[config.mk]
export PLATFORM = sky130hd
export DESIGN_NAME = bb3_res_fifo
export DESIGN_NICKNAME = d
export VERILOG_FILES = /design/src/design/bb3_pkg.sv /design/src/design/bb3_res_fifo.sv
export SDC_FILE = /design/constraint.sdc
export NUM_CORES = 1
export LEC_CHECK = 0
export ABC_AREA = 1
export BUFFER_PORTS_ARGS = -buffer_cell sky130_fd_sc_hd__buf_2
export CORE_ASPECT_RATIO = 0.6
export CORE_UTILIZATION = 25
export CTS_CLUSTER_SIZE = 40
export DETAILED_ROUTE_END_ITERATION = 8
export HOLD_SLACK_MARGIN = 0.15
export MAX_ROUTING_LAYER = met4
export REMOVE_ABC_BUFFERS = 1
export SETUP_SLACK_MARGIN = 0.05
export SLEW_MARGIN = 10
export SYNTH_ARGS = -nofsm -noshare
export SYNTH_HDL_FRONTEND = slang
export SYNTH_SLANG_ARGS = --single-unit
[constraint.sdc]
create_clock -name clk_i -period 3.3 [get_ports clk_i]
set_clock_uncertainty 0.2 [all_clocks]
set_input_delay 0.66 -clock clk_i [delete_from_list [all_inputs] [get_ports clk_i]]
set_output_delay 0.66 -clock clk_i [all_outputs]
set_load 0.02 [all_outputs]
[src/design/bb3_pkg.sv]
// Package with the constants, types and helpers of the 3x3 box blur.
package bb3_pkg;

  localparam int MAX_WIDTH   = 1024;
  localparam int COL_W       = $clog2(MAX_WIDTH);
  localparam int ROW_W       = 12;
  localparam int PIX_W       = 8;
  localparam int FW_W        = 11;
  localparam int FH_W        = 12;
  localparam int CFG_W       = 12;
  localparam int CFG_IDX_W   = 1;
  localparam int SUM_W       = 12;
  localparam int PROD_W      = 25;
  localparam int FIFO_DEPTH  = 8;
  localparam int FIFO_PTR_W  = $clog2(FIFO_DEPTH);
  localparam int FIFO_CNT_W  = FIFO_PTR_W + 1;

  // Register indexes of the configuration port.
  localparam logic [CFG_IDX_W-1:0] REG_FRAME_WIDTH  = 1'd0;
  localparam logic [CFG_IDX_W-1:0] REG_FRAME_HEIGHT = 1'd1;

  // ceil(2^16 / 9); exact quotient for every sum of nine 8-bit pixels.
  localparam logic [12:0] DIV9_RECIP = 13'd7282;

  typedef struct packed {
    logic [PIX_W-1:0] pix;
    logic [ROW_W-1:0] row;
    logic [COL_W-1:0] col;
    logic             last;
  } res_t;

  typedef struct packed {
    logic [1:0] n;
    res_t       a;
    res_t       b;
  } push_t;

  function automatic logic [PIX_W-1:0] div9(input logic [SUM_W-1:0] sum);
    logic [PROD_W-1:0] prod;
    prod = PROD_W'(sum) * PROD_W'(DIV9_RECIP);
    return prod[23:16];
  endfunction

endpackage

[src/design/bb3_res_fifo.sv]
// Result queue of the box blur: up to two pushes and one pop per cycle.
module bb3_res_fifo (
  input  logic                         clk_i,
  input  logic                         rst_ni,
  input  bb3_pkg::push_t               push_i,
  input  logic                         pop_i,
  output bb3_pkg::res_t                head_o,
  output logic                         valid_o,
  output logic [bb3_pkg::FIFO_CNT_W-1:0] count_o
);
  import bb3_pkg::*;

  res_t                  entry_q [FIFO_DEPTH];
  logic [FIFO_PTR_W-1:0] wr_ptr_q, wr_ptr_d;
  logic [FIFO_PTR_W-1:0] rd_ptr_q, rd_ptr_d;
  logic [FIFO_CNT_W-1:0] count_q, count_d;
  logic                  do_pop;

  assign do_pop  = pop_i && (count_q != '0);
  assign head_o  = entry_q[rd_ptr_q];
  assign valid_o = (count_q != '0);
  assign count_o = count_q;

  always_comb begin
    wr_ptr_d = wr_ptr_q + FIFO_PTR_W'(push_i.n);
    rd_ptr_d = rd_ptr_q + FIFO_PTR_W'(do_pop);
    count_d  = count_q + FIFO_CNT_W'(push_i.n) - FIFO_CNT_W'(do_pop);
  end

  always_ff @(posedge clk_i) begin
    if (push_i.n != 2'd0) begin
      entry_q[wr_ptr_q] <= push_i.a;
    end
    if (push_i.n == 2'd2) begin
      entry_q[wr_ptr_q + FIFO_PTR_W'(1)] <= push_i.b;
    end
  end

  always_ff @(posedge clk_i or negedge rst_ni) begin
    if (!rst_ni) begin
      wr_ptr_q <= '0;
      rd_ptr_q <= '0;
      count_q  <= '0;
    end else begin
      wr_ptr_q <= wr_ptr_d;
      rd_ptr_q <= rd_ptr_d;
      count_q  <= count_d;
    end
  end

endmodule

==> results of run 1 <==
what timing repair did:
action	4_1_cts	5_1_grt
endpoints found under the hold margin	10	0
buffers inserted	0	1
setup endpoints to repair	3	18
pin swaps	0	0
cloned	1	0
hold buffers	1	0
resized for setup	2	0
flip-flops by register name, summed over array words and instances, names as in the netlist:
register and cells:
rd_ptr_q 3, entry_q 248, wr_ptr_q 3, count_o 4
layout make-up:
class,count,share of cell area
Sequential cell,258,0.430
Multi-Input combinational cell,1327,0.343
Timing Repair Buffer,147,0.0596
Tap cell,828,0.0579
Inverter,270,0.0569
Clock buffer,32,0.0412
Clock inverter,19,0.0110
stage by stage:
stage	instances	instance area, µm²
6_report	2881	17900
5_1_grt	2881	17900
4_1_cts	2880	17900
3_5_place_dp	2827	16900
3_3_place_gp	2827	16900
2_1_floorplan	1855	14700
worst paths after layout:
path                                  start  depth (start not counted)              to
worst max-delay path            rd_ptr_q[1]                          7       head_o[2]
worst min-delay path             push_i[62]                          2     wr_ptr_q[0]
worst max register to register  wr_ptr_q[0]                          5  entry_q[5][27]
worst min register to register  wr_ptr_q[2]                          1     wr_ptr_q[2]
max in group asynchronous            rst_ni                          2     rd_ptr_q[0]
min in group asynchronous            rst_ni                          2     rd_ptr_q[0]
power by group through the flow:
stage / registers, mW / clock network (mW) / logic (mW)
6_report: 5.10 / 3.31 / 9.18
5_1_grt: 5.18 / 3.48 / 10.1
4_1_cts: 5.12 / 3.35 / 9.13
3_5_place_dp: 5.19 / 0 / 9.01
3_3_place_gp: 5.18 / 0 / 8.97
2_1_floorplan: 5.33 / 0 / 4.60
synth_stat cells:
cell type,number
nand2_1,915
inv_1,266
edfxtp_1,248
nand4_1,248
nand3_1,127
clkbuf_1,88
buf_2,76
buf_4,23
buf_1,22
dfrtp_1,10
o21ai_0,9
buf_6,8
ha_1,8
nand3_4,8
inv_2,4
nor2_1,4
a21oi_1,2
fa_1,2
xnor2_1,2
xor2_1,2
kinds of logic (layout without fill, tap and decap cells):
| kind of cell | Yosys count | in the layout | synth area share |
|---|---|---|---|
| compound gates | 11 | 11 | 0.00349 |
| flops | 258 | 258 | 0.488 |
| simple gates | 1302 | 1302 | 0.366 |
| xor+xnor | 4 | 4 | 0.00222 |
| fa+ha+maj | 10 | 10 | 0.00888 |
| buf+inv | 487 | 468 | 0.131 |
per-layer routing:
| layer | routed length [µm] | vias to the layer above | track usage | part of all wire |
|---|---|---|---|---|
| li1 | - | 6617 | - | - |
| met1 | 24200 | 6301 | 0.247 | 0.46 |
| met2 | 22400 | 662 | 0.243 | 0.42 |
| met3 | 5320 | 57 | 0.0313 | 0.10 |
| met4 | 846 | 0 | 0.0299 | 0.016 |
| met5 | 0 | - | - | 0 |
worst max-delay path, stage by stage (launching register included):
cell and delay [ns]:
dfrtp_2 0.44, inv_2 0.43, buf_12 0.27, nand3_1 0.10, nand2_1 0.06, nand2_1 0.11
nand2_1 0.13, buf_2 0.17
==> flow_metrics.env, run 1 <==
export IMPL_core_area_um2=61700
export IMPL_r2r_setup_slack_ns=0.75
export IMPL_drc_errors=0
export IMPL_detail_route_antenna_nets=0
export IMPL_worst_slew_margin_relative_to_its_limit=0.303
export IMPL_worst_slew_pin_slew_ns=1.04
export IMPL_htree_levels=1
export IMPL_pin_count_of_the_biggest_net_entering_global_routing=88
export IMPL_cap_violations=0
export IMPL_antenna_cells_inserted=0
export IMPL_rsz0062_at_grt="false"
export IMPL_boundaryPins=103
export IMPL_synth_seq_area_share=0.488
export IMPL_crit_path_max_fanout=28
export IMPL_final_nets=2109
export IMPL_worst_setup_path_type="flip-flop to primary output"
export IMPL_finalWirelength_um=52700
export IMPL_final_setup_tns_ns=0
export IMPL_end_kind="primary output"
export IMPL_p_sw_frac=0.494
export IMPL_cts_buffers_inserted=28
export IMPL_die_h_um=197
export IMPL_p_clk_frac=0.188
export IMPL_crit_required_ns=2.44
export IMPL_post_route_period_util=0.963
export IMPL_globalRoute_totalOverflow=0
export IMPL_globalplace_congestion=0.784
export IMPL_cts_root_buffer_cell="clkbuf_16"
export IMPL_grt_antenna_before_repair=0
export IMPL_run_status="complete, no violations"
export IMPL_synthesis_area_um2=15800
export IMPL_route_detailed_wl_per_inst_um=18.3
export IMPL_fin_total_pwr_mw=17.6
export IMPL_worstSkewPairLatency_ns=0.56
export IMPL_row_count=70
export IMPL_port_buffers=102
export IMPL_layout_cells_most_common="nand2_1"
export IMPL_pre_cts_slack_ns=0.490
export IMPL_share_comb_of_total_power=0.522
export IMPL_routed_via_density=4.73
export IMPL_most_common_layout_cells="913 x nand2_1, 264 x inv_1, 248 x nand4_1, 248 x edfxtp_1, 127 x nand3_1"
export IMPL_num_fill_cells=6601
export IMPL_power_leakage_nw=8.55
export IMPL_initial_core_util=0.256
export IMPL_maxClockFrequency_ghz=0.315
export IMPL_ir_drop_v=0.000874
export IMPL_vias_in_the_first_global_route=12699
export IMPL_arrival_ns=2.32
export IMPL_synth_seq_cells=258
export IMPL_setup_slack_ns=0.123
export IMPL_synthDistinctLibCells=20
export IMPL_track_usage=0.169
export IMPL_power_share_sequential=0.290
export IMPL_final_layout_size_suffix_gt1_frac=0.106
export IMPL_synth_largest_type_area_fraction=0.472
export IMPL_areaGrowthSynthToFinish_pct=13.5
export IMPL_clock_buffer_depth=3
export IMPL_yosysWarnings=0
export IMPL_vias=13637
export IMPL_die_w_um=326
export IMPL_fin_worst_hold_slack_ns=0.189
export IMPL_sequential_cell_area_um2=7700
export IMPL_avgSynthCellArea_um2=7.61
export IMPL_floorplan_die_area_um2=64100
export IMPL_multi_input_comb_area_um2=6140
export IMPL_startpoint_type_of_the_worst_setup_path="flip-flop"
export IMPL_post_synth_main_area_contributors="edfxtp_1 47%, nand2_1 22%, nand4_1 9.8%"
export IMPL_finalSetupViolCount=0
export IMPL_clock_sinks=258
export IMPL_drt_pass1_iterations=5
export IMPL_grt_first_pass_wirelength_um=81600
export IMPL_tritoncts="yes"
export IMPL_p_int_mw=8.91
export IMPL_number_of_drc_markers_after_the_initial_detailed_route_iteration=1441
export IMPL_final_max_slew_violation_count=0
export IMPL_p_per_area_nw_per_um2=983
export IMPL_clk_pin_slew_ns=0.07
export IMPL_syn_instance_count=2072
export IMPL_min_path_type="input port to flip-flop"
export IMPL_synth_top_cell_by_area="edfxtp_1"
export IMPL_min_tclk_post_route_ns=3.18
export IMPL_post_route_utilization=0.290
export IMPL_hold_violations=0
export IMPL_hpwl_um=30700
export IMPL_p_switching_mw=8.68
No activity file was read; power rests on OpenSTA's default activity.
==> run 2, diff against run 1 <==
Clock period 3.3 ns to 3.9 ns, I/O delays scaled along.
==> run 2 against run 1 <==
- register-to-register slack better by 0.44 ns
- setup slack better by 0.34 ns
- first-iteration DRC count up 0.83%
- power down 16%
- clock power down 13%
- count of clock-buffer cells in the layout down 1
- via count up 0.29%
- sequential share of layout area up 0.18 points
- sequential power down 15%
- wire length down 1.7%
- utilization down 0.12 points
- non-clock buffer count up 1
- critical endpoint is now head_o[4]
- highest routed layer unchanged
==> flow_metrics.env, run 2 (synthesis results as in run 1) <==
export IMPL_final_layout_size_suffix_gt1_frac=0.107
export IMPL_drt_pass1_iterations=5
export IMPL_detail_route_antenna_nets=0
export IMPL_areaGrowthSynthToFinish_pct=13.0
export IMPL_clk_pin_slew_ns=0.07
export IMPL_rsz0062_at_grt="false"
export IMPL_num_fill_cells=6613
export IMPL_final_setup_tns_ns=0
export IMPL_multi_input_comb_area_um2=6140
export IMPL_htree_levels=1
export IMPL_number_of_placed_instances_with_taps_included=2830
export IMPL_maxClockFrequency_ghz=0.291
export IMPL_startpoint_type_of_the_worst_setup_path="flip-flop"
export IMPL_final_nets=2110
export IMPL_final_max_slew_violation_count=0
export IMPL_finalWirelength_um=51800
export IMPL_regToRegStartpoint="wr_ptr_q[0]"
export IMPL_vias_in_the_first_global_route=12470
export IMPL_worst_slew_pin_slew_ns=1.22
export IMPL_largest_register_ffs=248
export IMPL_share_comb_of_total_power=0.514
export IMPL_cap_violations=0
export IMPL_fin_worst_hold_slack_ns=0.299
export IMPL_clock_buffer_depth=3
export IMPL_cpMostUsedCell="nand2_1"
export IMPL_row_count=70
export IMPL_post_layout_nonfiller_instances=2885
export IMPL_pre_cts_slack_ns=0.733
export IMPL_power_leakage_nw=8.53
export IMPL_power_share_sequential=0.291
export IMPL_ir_drop_v=0.000730
export IMPL_core_area_um2=61700
export IMPL_p_per_area_nw_per_um2=831
export IMPL_track_usage=0.163
export IMPL_most_common_layout_cells="913 x nand2_1, 264 x inv_1, 248 x nand4_1, 248 x edfxtp_1, 127 x nand3_1"
export IMPL_fin_total_pwr_mw=14.8
export IMPL_crit_path_cell_trace="inv_4 > buf_4 > nand2_1 > nand3_1 > nand2_1 > nand2_1 > nand2_1 > buf_2"
export IMPL_hold_violations=0
export IMPL_layout_cells_most_common="nand2_1"
export IMPL_floorplan_die_area_um2=64100
export IMPL_hp_start="push_i[62]"
export IMPL_cts_buffers_inserted=28
export IMPL_min_tclk_post_route_ns=3.44
export IMPL_cpPeakStageDelay_ns=0.51
export IMPL_p_clk_frac=0.195
export IMPL_sequential_cell_area_um2=7700
export IMPL_min_path_type="input port to flip-flop"
export IMPL_timing_reg2reg_worst_path_depth=8
export IMPL_crit_required_ns=2.92
export IMPL_route_detailed_wl_per_inst_um=18.0
export IMPL_hpwl_um=29900
export IMPL_vias=13676
export IMPL_fin_area_um2=17800
export IMPL_crit_slowest_cell="dfrtp_4"
export IMPL_worstHoldPathCells=2
export IMPL_clock_sinks=258
export IMPL_registers_top_by_ff_count="entry_q"
export IMPL_globalRoute_totalOverflow=0
export IMPL_p_int_mw=7.49
export IMPL_grt_first_pass_wirelength_um=78900
export IMPL_cts_root_buffer_cell="clkbuf_16"
export IMPL_whs_endpoint="wr_ptr_q[0]"
export IMPL_tritoncts="yes"
export IMPL_port_buffers=102
export IMPL_run_status="complete, no violations"
export IMPL_globalplace_congestion=0.796
export IMPL_worst_setup_path_type="flip-flop to primary output"
export IMPL_post_route_utilization=0.289
export IMPL_post_cts_setup_buffers=0
export IMPL_crit_path_max_fanout=34
export IMPL_cts_hold_repair_buffers=1
export IMPL_placedInstanceArea_um2=16800
export IMPL_p_switching_mw=7.33
export IMPL_pin_count_of_the_biggest_net_entering_global_routing=126
export IMPL_r2r_setup_slack_ns=1.19
export IMPL_r2r_end="entry_q[3][18]"
export IMPL_end_kind="primary output"
export IMPL_arrival_ns=2.46
export IMPL_initial_core_util=0.256
export IMPL_p_sw_frac=0.495
export IMPL_worstSkewPairLatency_ns=0.56
export IMPL_die_w_um=326
export IMPL_die_h_um=197
export IMPL_post_route_period_util=0.882
export IMPL_routed_via_density=4.74
export IMPL_number_of_drc_markers_after_the_initial_detailed_route_iteration=1453
export IMPL_finalSetupViolCount=0
export IMPL_setup_slack_ns=0.459
export IMPL_ctsResizeCount=0
export IMPL_worst_slew_margin_relative_to_its_limit=0.181
export IMPL_grt_antenna_before_repair=3
export IMPL_drc_errors=0
export IMPL_boundaryPins=103
## run 2: cell count changes in the layout (fill, tap and decap cells not counted), moves of 2 or more
| cell | change |
|---|---|
| buf_12 | -6 |
| buf_4 | +11 |
| buf_6 | -2 |
| diode_2 | +2 |
## run 2: final cells by class
type	instances	area share
Timing Repair Buffer	148	0.0531
Antenna cell	2	0.000281
Clock buffer	31	0.0411
Multi-Input combinational cell	1327	0.344
Sequential cell	258	0.432
Clock inverter	21	0.0135
Tap cell	828	0.0581
Inverter	270	0.0571
## run 2: layer usage
metal,vias to the layer above,track usage,part of all wire
met5,-,-,0
met4,0,0.0339,0.016
met3,60,0.0218,0.086
met2,649,0.239,0.43
met1,6356,0.238,0.46
li1,6611,-,-
## run 2: worst max path at each step
stage	start	to	slack, ns
6_report	rd_ptr_q[0]	head_o[4]	0.46
5_1_grt	rd_ptr_q[0]	head_o[4]	0.31
4_1_cts	rd_ptr_q[0]	head_o[24]	0.42
3_5_place_dp	push_i[63]	entry_q[1][24]	0.73
3_3_place_gp	push_i[63]	entry_q[1][24]	0.77
2_1_floorplan	push_i[62]	entry_q[1][0]	-4.40
## run 2: power by group through the flow
stage                     sequential (mW)  clock, mW  combinational (mW)
final                                4.31       2.89                7.62
after global routing                 4.39       3.02                8.28
after CTS                            4.31       2.91                7.61
after detailed placement             4.37          0                7.59
after global placement               4.36          0                7.56
after floorplan                      4.56          0                4.11
## run 2: worst max-delay path, delay by kind of cell, from the launching register on
family / cells / cell delay [ns]
buf+inv: 3 / 0.95
flops: 1 / 0.51
simple gates: 5 / 0.42
==> run 3, diff against run 2 <==
Settings changed: ABC_AREA 1 to 0.
==> run 3 against run 2 <==
- utilization up 1.8 points
- clock power fell by 13%
- hold slack gained 0.082 ns
- largest power group unchanged
- highest routed layer unchanged
==> flow_metrics.env, run 3 <==
export IMPL_rsz0062_at_grt="false"
export IMPL_cpPeakStageDelay_ns=0.71
export IMPL_htree_levels=1
export IMPL_end_kind="primary output"
export IMPL_post_synth_main_area_contributors="edfxtp_1 58%, mux2_2 24%, mux4_2 11%"
export IMPL_final_max_slew_violation_count=0
export IMPL_grt_first_pass_wirelength_um=52100
export IMPL_areaGrowthSynthToFinish_pct=19.4
export IMPL_port_buffers=102
export IMPL_crit_path_cell_trace="buf_12 > mux4_2 > mux2_2 > buf_2"
export IMPL_worstSkewPairLatency_ns=0.56
export IMPL_maxClockFrequency_ghz=0.282
export IMPL_synth_largest_type_area_fraction=0.578
export IMPL_globalRoute_totalOverflow=0
export IMPL_post_route_period_util=0.910
export IMPL_drc_errors=0
export IMPL_arrival_ns=2.57
export IMPL_clock_sinks=258
export IMPL_clk_pin_slew_ns=0.07
export IMPL_syn_instance_count=703
export IMPL_row_count=63
export IMPL_track_usage=0.141
export IMPL_cap_violations=0
export IMPL_route_detailed_wl_per_inst_um=23.4
export IMPL_synth_async_reset_ratio=0.0388
export IMPL_vias_in_the_first_global_route=7494
export IMPL_power_leakage_nw=5.17
export IMPL_netlist_top_cells_count="279 x mux2_2, 248 x edfxtp_1, 62 x mux4_2"
export IMPL_registers_top_by_ff_count="entry_q"
export IMPL_post_layout_nonfiller_instances=1529
export IMPL_avgSynthCellArea_um2=18.3
export IMPL_synth_top_cell_by_area="edfxtp_1"
export IMPL_fin_worst_hold_slack_ns=0.381
export IMPL_yosysWarnings=0
export IMPL_ir_drop_v=0.000297
export IMPL_number_of_placed_instances_with_taps_included=1477
export IMPL_synth_enable_flop_cells=248
export IMPL_initial_core_util=0.257
export IMPL_p_per_area_nw_per_um2=759
export IMPL_p_clk_frac=0.214
export IMPL_pin_count_of_the_biggest_net_entering_global_routing=33
export IMPL_yosysMostFrequentCell="mux2_2"
export IMPL_synth_seq_cells=258
export IMPL_r2r_setup_slack_ns=0.91
export IMPL_path_delay_family="multiplexers"
export IMPL_startpoint="rd_ptr_q[0]"
export IMPL_min_path_type="input port to flip-flop"
export IMPL_vias=7079
export IMPL_floorplan_die_area_um2=52400
export IMPL_setup_slack_ns=0.352
export IMPL_cts_buffers_inserted=27
export IMPL_startpoint_type_of_the_worst_setup_path="flip-flop"
export IMPL_worst_slew_margin_relative_to_its_limit=0.225
export IMPL_final_layout_size_suffix_gt1_frac=0.633
export IMPL_layout_cells_most_common="mux2_2"
export IMPL_timing_reg2reg_worst_path_depth=6
export IMPL_worst_setup_path_endpoint="head_o[13]"
export IMPL_r2r_end="entry_q[1][11]"
export IMPL_tritoncts="yes"
export IMPL_clock_buffer_depth=3
export IMPL_regToRegStartpoint="wr_ptr_q[1]"
export IMPL_die_h_um=178
export IMPL_number_of_drc_markers_after_the_initial_detailed_route_iteration=661
export IMPL_hpwl_um=21500
export IMPL_p_int_mw=7.57
export IMPL_share_comb_of_total_power=0.407
export IMPL_largest_register_ffs=248
export IMPL_timing_critical_path_buf_inv=2
export IMPL_worst_slew_pin_slew_ns=1.16
export IMPL_final_nets=903
export IMPL_cts_root_buffer_cell="clkbuf_16"
export IMPL_synthDistinctLibCells=29
export IMPL_final_setup_tns_ns=0
export IMPL_detail_route_antenna_nets=0
export IMPL_grt_antenna_before_repair=3
export IMPL_finalSetupViolCount=0
export IMPL_routed_via_density=4.63
export IMPL_crit_path_max_fanout=21
export IMPL_core_area_um2=50100
export IMPL_p_sw_frac=0.351
export IMPL_boundaryPins=103
export IMPL_placedInstanceArea_um2=14500
export IMPL_cp_depth=4
export IMPL_fin_area_um2=15400
export IMPL_synth_seq_area_share=0.598
export IMPL_crit_slowest_cell="dfrtp_4"
export IMPL_synthesis_area_um2=12900
export IMPL_die_w_um=295
export IMPL_drt_pass1_iterations=4
export IMPL_run_status="complete, no violations"
export IMPL_power_share_sequential=0.379
export IMPL_fin_total_pwr_mw=11.7
export IMPL_pre_cts_slack_ns=0.715
export IMPL_worst_setup_path_type="flip-flop to primary output"
export IMPL_post_route_utilization=0.307
export IMPL_globalplace_congestion=0.716
export IMPL_hold_violations=0
export IMPL_crit_required_ns=2.92
export IMPL_finalWirelength_um=35700
export IMPL_p_switching_mw=4.10
export IMPL_min_tclk_post_route_ns=3.55
export IMPL_most_common_layout_cells="279 x mux2_2, 248 x edfxtp_1, 102 x buf_2"
export IMPL_postSynth_topFlopCell="edfxtp_1"
## run 3: cell types whose count changed after synthesis, sizes merged, moves of 4 or more
| cell | change |
|---|---|
| buf | -96 |
| clkbuf | -78 |
| inv | -259 |
| mux2 | +279 |
| mux4 | +62 |
| nand2 | -906 |
| nand3 | -135 |
| nand4 | -248 |
| o21ai | -4 |
## run 3: what timing repair did
item | in CTS | in global routing
endpoints found under the setup margin | 0 | 2
gates resized for setup | 0 | 0
hold buffers | 1 | 0
setup buffers | 0 | 1
hold endpoints to repair | 10 | 0
## run 3: worst min path at each step
stage | end | from | cells past startpoint | slack, ns
2_1_floorplan | count_o[0] | rst_ni | 0 | 0.28
4_1_cts | wr_ptr_q[0] | push_i[62] | 2 | 0.36
6_report | wr_ptr_q[0] | push_i[62] | 2 | 0.38
3_5_place_dp | wr_ptr_q[0] | wr_ptr_q[0] | 1 | 0.42
3_3_place_gp | wr_ptr_q[0] | wr_ptr_q[0] | 1 | 0.42
5_1_grt | wr_ptr_q[0] | push_i[62] | 2 | 0.39
## run 3: power by group through the flow
| stage | Clock (mW) | Combinational [mW] | Sequential, mW |
|---|---|---|---|
| 2_1_floorplan | 0 | 2.79 | 4.62 |
| 3_3_place_gp | 0 | 4.74 | 4.50 |
| 3_5_place_dp | 0 | 4.78 | 4.52 |
| 4_1_cts | 2.57 | 4.80 | 4.47 |
| 5_1_grt | 2.68 | 5.09 | 4.50 |
| 6_report | 2.50 | 4.74 | 4.42 |
## run 3: cell type report
class	instances	area (µm²)
Antenna cell	3	7.51
Inverter	11	41.3
Clock inverter	13	116
Fill cell	4972	34800
Timing Repair Buffer	137	888
Clock buffer	34	702
Tap cell	682	853
Multi-Input combinational cell	391	5060
Sequential cell	258	7700
## run 3: layer usage
| layer | up-vias | part of all wire | track usage |
|---|---|---|---|
| met1 | 3755 | 0.46 | 0.188 |
| met4 | 0 | 0.014 | 0.0230 |
| met5 | - | 0 | - |
| met2 | 172 | 0.48 | 0.224 |
| li1 | 3113 | - | - |
| met3 | 39 | 0.053 | 0.0308 |
## run 3: kinds of logic after synthesis
family / synth area share
flip-flops: 0.598
XOR/XNOR: 0.00476
adder cells (fa/ha/maj): 0.0109
AO/OA/AOI/OAI: 0.00564
buffers and inverters: 0.0190
AND/OR/NAND/NOR: 0.00855
multiplexers: 0.353
